`src/sv/scc_pkg.sv`:
```
// scc_pkg: shared types and constants of the span coverage accumulator
// used by scc_cfg, span_coverage_accumulator and the bench; no dependencies
package scc_pkg;

  // default store geometry
  localparam int MAX_COLUMNS_DEF = 256;
  localparam int MAX_ROWS_DEF    = 128;

  // signed width of a computed cell address (holds base plus column)
  localparam int CELL_ADDR_W = 26;

  // coverage of one fully covered cell in subpixels
  localparam logic [7:0] FULL_CELL = 8'h08;

  // request kinds and store selection
  localparam logic OP_ACCUMULATE = 1'b0;
  localparam logic OP_READ       = 1'b1;
  localparam logic PLANE_BODY    = 1'b0;
  localparam logic PLANE_BORDER  = 1'b1;

  // register map, index = paddr / 4
  localparam int          CFG_ADDR_W    = 5;
  localparam logic [2:0]  REG_X_OFFSET  = 3'd0;
  localparam logic [2:0]  REG_Y_OFFSET  = 3'd1;
  localparam logic [2:0]  REG_CLIP_EN   = 3'd2;
  localparam logic [2:0]  REG_RIGHT_LIM = 3'd3;
  localparam logic [2:0]  REG_BOTTOM    = 3'd4;
  localparam logic [2:0]  REG_PITCH     = 3'd5;

  // register reset values
  localparam logic [8:0] RIGHT_LIMIT_RST  = 9'd256;
  localparam logic [7:0] BOTTOM_LIMIT_RST = 8'd128;
  localparam logic [8:0] ROW_PITCH_RST    = 9'd256;

  // configuration seen by the datapath
  typedef struct packed {
    logic signed [15:0] x_offset;
    logic signed [15:0] y_offset;
    logic               clip_enable;
    logic        [8:0]  right_limit;
    logic        [7:0]  bottom_limit;
    logic        [8:0]  row_pitch;
  } cfg_t;

endpackage

```
`src/sv/scc_cfg.sv`:
```
// scc_cfg: configuration registers behind an APB-style slave port
// depends on scc_pkg for the register map and the cfg_t struct
module scc_cfg (
  input  logic                             clk,
  input  logic                             rst,
  input  logic                             psel,
  input  logic                             penable,
  input  logic                             pwrite,
  input  logic [scc_pkg::CFG_ADDR_W-1:0]   paddr,
  input  logic [31:0]                      pwdata,
  output logic [31:0]                      prdata,
  output logic                             pready,
  output scc_pkg::cfg_t                    cfg
);

  logic       wr_en;
  logic [2:0] reg_idx;

  assign pready  = 1'b1;
  assign wr_en   = psel & penable & pwrite;
  assign reg_idx = paddr[scc_pkg::CFG_ADDR_W-1:2];

  // register writes, unknown indexes ignored
  always_ff @(posedge clk) begin
    if (rst) begin
      cfg.x_offset     <= '0;
      cfg.y_offset     <= '0;
      cfg.clip_enable  <= 1'b0;
      cfg.right_limit  <= scc_pkg::RIGHT_LIMIT_RST;
      cfg.bottom_limit <= scc_pkg::BOTTOM_LIMIT_RST;
      cfg.row_pitch    <= scc_pkg::ROW_PITCH_RST;
    end else if (wr_en) begin
      unique case (reg_idx)
        scc_pkg::REG_X_OFFSET:  cfg.x_offset     <= pwdata[15:0];
        scc_pkg::REG_Y_OFFSET:  cfg.y_offset     <= pwdata[15:0];
        scc_pkg::REG_CLIP_EN:   cfg.clip_enable  <= pwdata[0];
        scc_pkg::REG_RIGHT_LIM: cfg.right_limit  <= pwdata[8:0];
        scc_pkg::REG_BOTTOM:    cfg.bottom_limit <= pwdata[7:0];
        scc_pkg::REG_PITCH:     cfg.row_pitch    <= pwdata[8:0];
        default: ;
      endcase
    end
  end

  // readback, offsets sign extended
  always_comb begin
    unique case (reg_idx)
      scc_pkg::REG_X_OFFSET:  prdata = 32'(cfg.x_offset);
      scc_pkg::REG_Y_OFFSET:  prdata = 32'(cfg.y_offset);
      scc_pkg::REG_CLIP_EN:   prdata = {31'd0, cfg.clip_enable};
      scc_pkg::REG_RIGHT_LIM: prdata = {23'd0, cfg.right_limit};
      scc_pkg::REG_BOTTOM:    prdata = {24'd0, cfg.bottom_limit};
      scc_pkg::REG_PITCH:     prdata = {23'd0, cfg.row_pitch};
      default:                prdata = '0;
    endcase
  end

endmodule

```
`config.mk`:
```
export PLATFORM = sky130hd
export DESIGN_NAME = scc_cfg
export DESIGN_NICKNAME = d
export VERILOG_FILES = /design/src/sv/scc_pkg.sv /design/src/sv/scc_cfg.sv
export SDC_FILE = /design/constraint.sdc
export NUM_CORES = 1
export LEC_CHECK = 0
export ABC_CLOCK_PERIOD_IN_PS = 3100
export BUFFER_PORTS_ARGS = -buffer_cell sky130_fd_sc_hd__buf_4
export CORE_MARGIN = 2
export CORE_UTILIZATION = 51
export CTS_CLUSTER_SIZE = 40
export DETAILED_ROUTE_END_ITERATION = 16
export PLACE_DENSITY = 0.85
export SETUP_SLACK_MARGIN = 0.02
export SKIP_CTS_REPAIR_TIMING = 1
export SYNTH_ARGS = -nofsm -noshare
export SYNTH_HDL_FRONTEND = slang
export SYNTH_SLANG_ARGS = --single-unit
```
`constraint.sdc`:
```
create_clock -name clk -period 3.1 [get_ports clk]
set_input_delay 0.155 -clock clk [delete_from_list [all_inputs] [get_ports clk]]
set_output_delay 0.155 -clock clk [all_outputs]
set_load 0.005 [all_outputs]
```
==> results by group <==
Clocking
  • CTS clk-pin slew, worst paths: 70 ps
  • Clock Tree Buf Depth: 2
  • CTS Sinks: 59
  • TritonCTS Buffers: 9
  • Root buf cell: clkbuf_8
  • CTS tree: done
  • Skew-Pair Late Insertion Delay: 320 ps
  • Clock H-tree levels: 3

Setup path
  • Critical Path Source Type: flip-flop
  • Crit path capture type: output port
  • Critical Path RT: 2940 ps
  • CP arrival: 1710 ps
  • Crit path kind: flip-flop to output port
  • Critical path's slowest cell: nor2_1
  • CP Max Fanout: 17
  • Max stage delay on crit path: 700 ps
  • R2R Setup Slk: 2190 ps
  • Cell Chain, Critical Path: mux2i_1 > nor2_1 > buf_4

Timing
  • Final period utilization: 60.2%
  • Fin Hold WS: 82.9 ps
  • Unrepaired setup endpoints after global routing: no
  • Final TNS setup: 0 ps
  • Worst Skew: 0 ps
  • Setup ws final: 1230 ps
  • Final Setup Violations: 0
  • Worst-margin pin slew: 900 ps
  • Max Freq: 536 MHz
  • Slew Viols, Final: 0
  • Period minus WS final: 1870 ps
  • Final hold viol count: 0
  • Slew margin rel.: 39.7%

Floorplan
  • Initial core utilization: 52.0%
  • Die width: 81.2 µm
  • Die area: 0.00660 mm²
  • Ports: 134
  • Core area: 0.00585 mm²
  • Die Y-Extent: 81.2 µm
  • # rows: 28

Pwr
  • Sequential power share: 48.7%
  • Leak pwr: 1.77 nW
  • Comb pwr share: 9.5%
  • Pwr per Cell Area: 402 mW/mm²
  • Clock power frac: 41.8%
  • Switching part of the total: 23.5%
  • Maximum VDD drop: 231 µV
  • Int Power: 0.00121 W
  • Sw Pwr: 0.000371 W
  • Total power: 0.00158 W

Routing
  • Post-Route WL: 7980 µm
  • Post-route ant nets: 0
  • Via density per instance: 5.51
  • First DRT Iteration DRCs: 313
  • DRT Pass-1 Iters: 4
  • Residual DRC: 0
  • Routed WL per cell: 16.0 µm
  • DR vias: 2750

Outcome
  • Status: finished clean

Layout
  • N_diodes: 0
  • Fillers: 465
  • Commonest cells after routing, fill and taps aside: buf_4 (119), dfxtp_1 (59), mux2i_1 (42)
  • Largest registers: cfg: 59 flops
  • Commonest non-fill, non-tap cell in the layout: buf_4
  • Number of flip-flops in the largest register: 59
  • Final core occ: 67.1%
  • Share of layout cells above drive strength 1: 36.1%
  • Top reg by flops: cfg
  • Layout area overhead: 29.2%
  • Final-stage net count: 461

Place
  • Dpl ws: 1120 ps
  • GP Congestion: 0.768
  • HPWL after DPL: 5230 µm
  • Buffers on Ports: 114

Synth
  • Distinct cell type count after synthesis: 32
  • Sequential area share after synthesis: 38.8%
  • Post-synth top area cell: dfxtp_1
  • Post-Synthesis Cells: 335
  • Syn Area/Cell: 9.08 µm²
  • Warnings from Yosys: 0
  • Seq cells post-synth: 59
  • Synth area leaders: dfxtp_1 (39%), mux2i_1 (14%), nand2b_1 (7.4%)
  • Mapped Area: 0.00304 mm²
  • Post-Syn Nets: 377
  • Synth top area share: 38.8%

Worst hold path
  • Worst hold path type: primary input to flip-flop

Run
  • # Max-Cap Violations: 0

GRT
  • Total Routing Usage GR: 24.3%
  • Largest net degree at the start of global routing: 70
  • Global-route wire length before repair: 12300 µm
  • Initial antenna violation count: 0
  • Vias in the first global route: 2558
  • Global route total overflow: 0
==> synth_stat cells <==
cell type / instances
nand2_1: 2
buf_4: 23
o21a_1: 5
nand4b_1: 1
nand3_1: 31
and4b_1: 1
a21bo_2: 7
and4_1: 1
a221oi_1: 5
nand2b_1: 36
a311o_1: 1
a21oi_1: 30
o21ai_1: 1
or2_1: 1
o221ai_1: 1
and2_1: 2
clkbuf_1: 10
nor2_1: 16
mux2i_1: 42
o22ai_1: 2
o21ai_0: 23
nand2_2: 1
mux2_2: 9
a22oi_1: 5
conb_1: 1
buf_6: 3
buf_2: 10
nand2_4: 1
nor2_4: 1
dfxtp_1: 59
nor2b_1: 3
a21boi_0: 1
==> final cells by class <==
| cell class | count | area (µm²) | area share, % |
|---|---|---|---|
| Tap cell | 75 | 93.8 | 2.39 |
| Timing Repair Buffer | 119 | 893 | 22.7 |
| Clock inverter | 1 | 5.00 | 0.127 |
| Multi-Input combinational cell | 230 | 1570 | 39.9 |
| Sequential cell | 59 | 1180 | 30.1 |
| Clock buffer | 15 | 186 | 4.75 |
==> per-layer routing <==
metal  global-route usage [%]  up-vias  routed length [µm]
met4                     8.64        0                 117
met2                     40.3      106                3790
met1                     30.3     1305                3470
met5                        0        -                   0
li1                         -     1327                   -
met3                     6.44       12                 596
==> stage by stage <==
stage | area, µm² | cells
floorplan | 3040 | 335
global placement | 3740 | 483
detailed placement | 3740 | 483
CTS | 3930 | 499
global route | 3930 | 499
finish | 3930 | 499
==> worst max-delay path, delay by kind of cell (launching register included) <==
| family | cells | cell delay, ps |
|---|---|---|
| buf+inv | 1 | 240 |
| flops | 1 | 360 |
| mux | 1 | 90 |
| simple gates | 1 | 700 |
==> path summary, 6_finish.rpt <==
| kind | end | start | depth (start not counted) |
|---|---|---|---|
| worst max-delay path | prdata[26] | cfg[58] | 3 |
| worst min-delay path | cfg[16] | pwdata[7] | 2 |
| worst max register to register | cfg[16] | cfg[16] | 2 |
| worst min register to register | cfg[42] | cfg[42] | 2 |
==> logic make-up after synthesis <==
group                  after synthesis  share of synthesized area (%)
flip-flops                          59                           38.8
buffers and inverters               46                           9.67
AO/OA/AOI/OAI                       81                           16.4
multiplexers                        51                           17.2
AND/OR/NAND/NOR                     97                           17.8
other                                1                          0.123
==> power by group through the flow <==
stage | sequential, W | clock, W | combinational (W)
after floorplan | 0.000785 | 0 | 0.0000913
after global placement | 0.000785 | 0 | 0.000146
after detailed placement | 0.000785 | 0 | 0.000149
after CTS | 0.000768 | 0.000671 | 0.000149
after global routing | 0.000769 | 0.000703 | 0.000163
final | 0.000769 | 0.000659 | 0.000150
No activity file was read; power rests on OpenSTA's default activity.
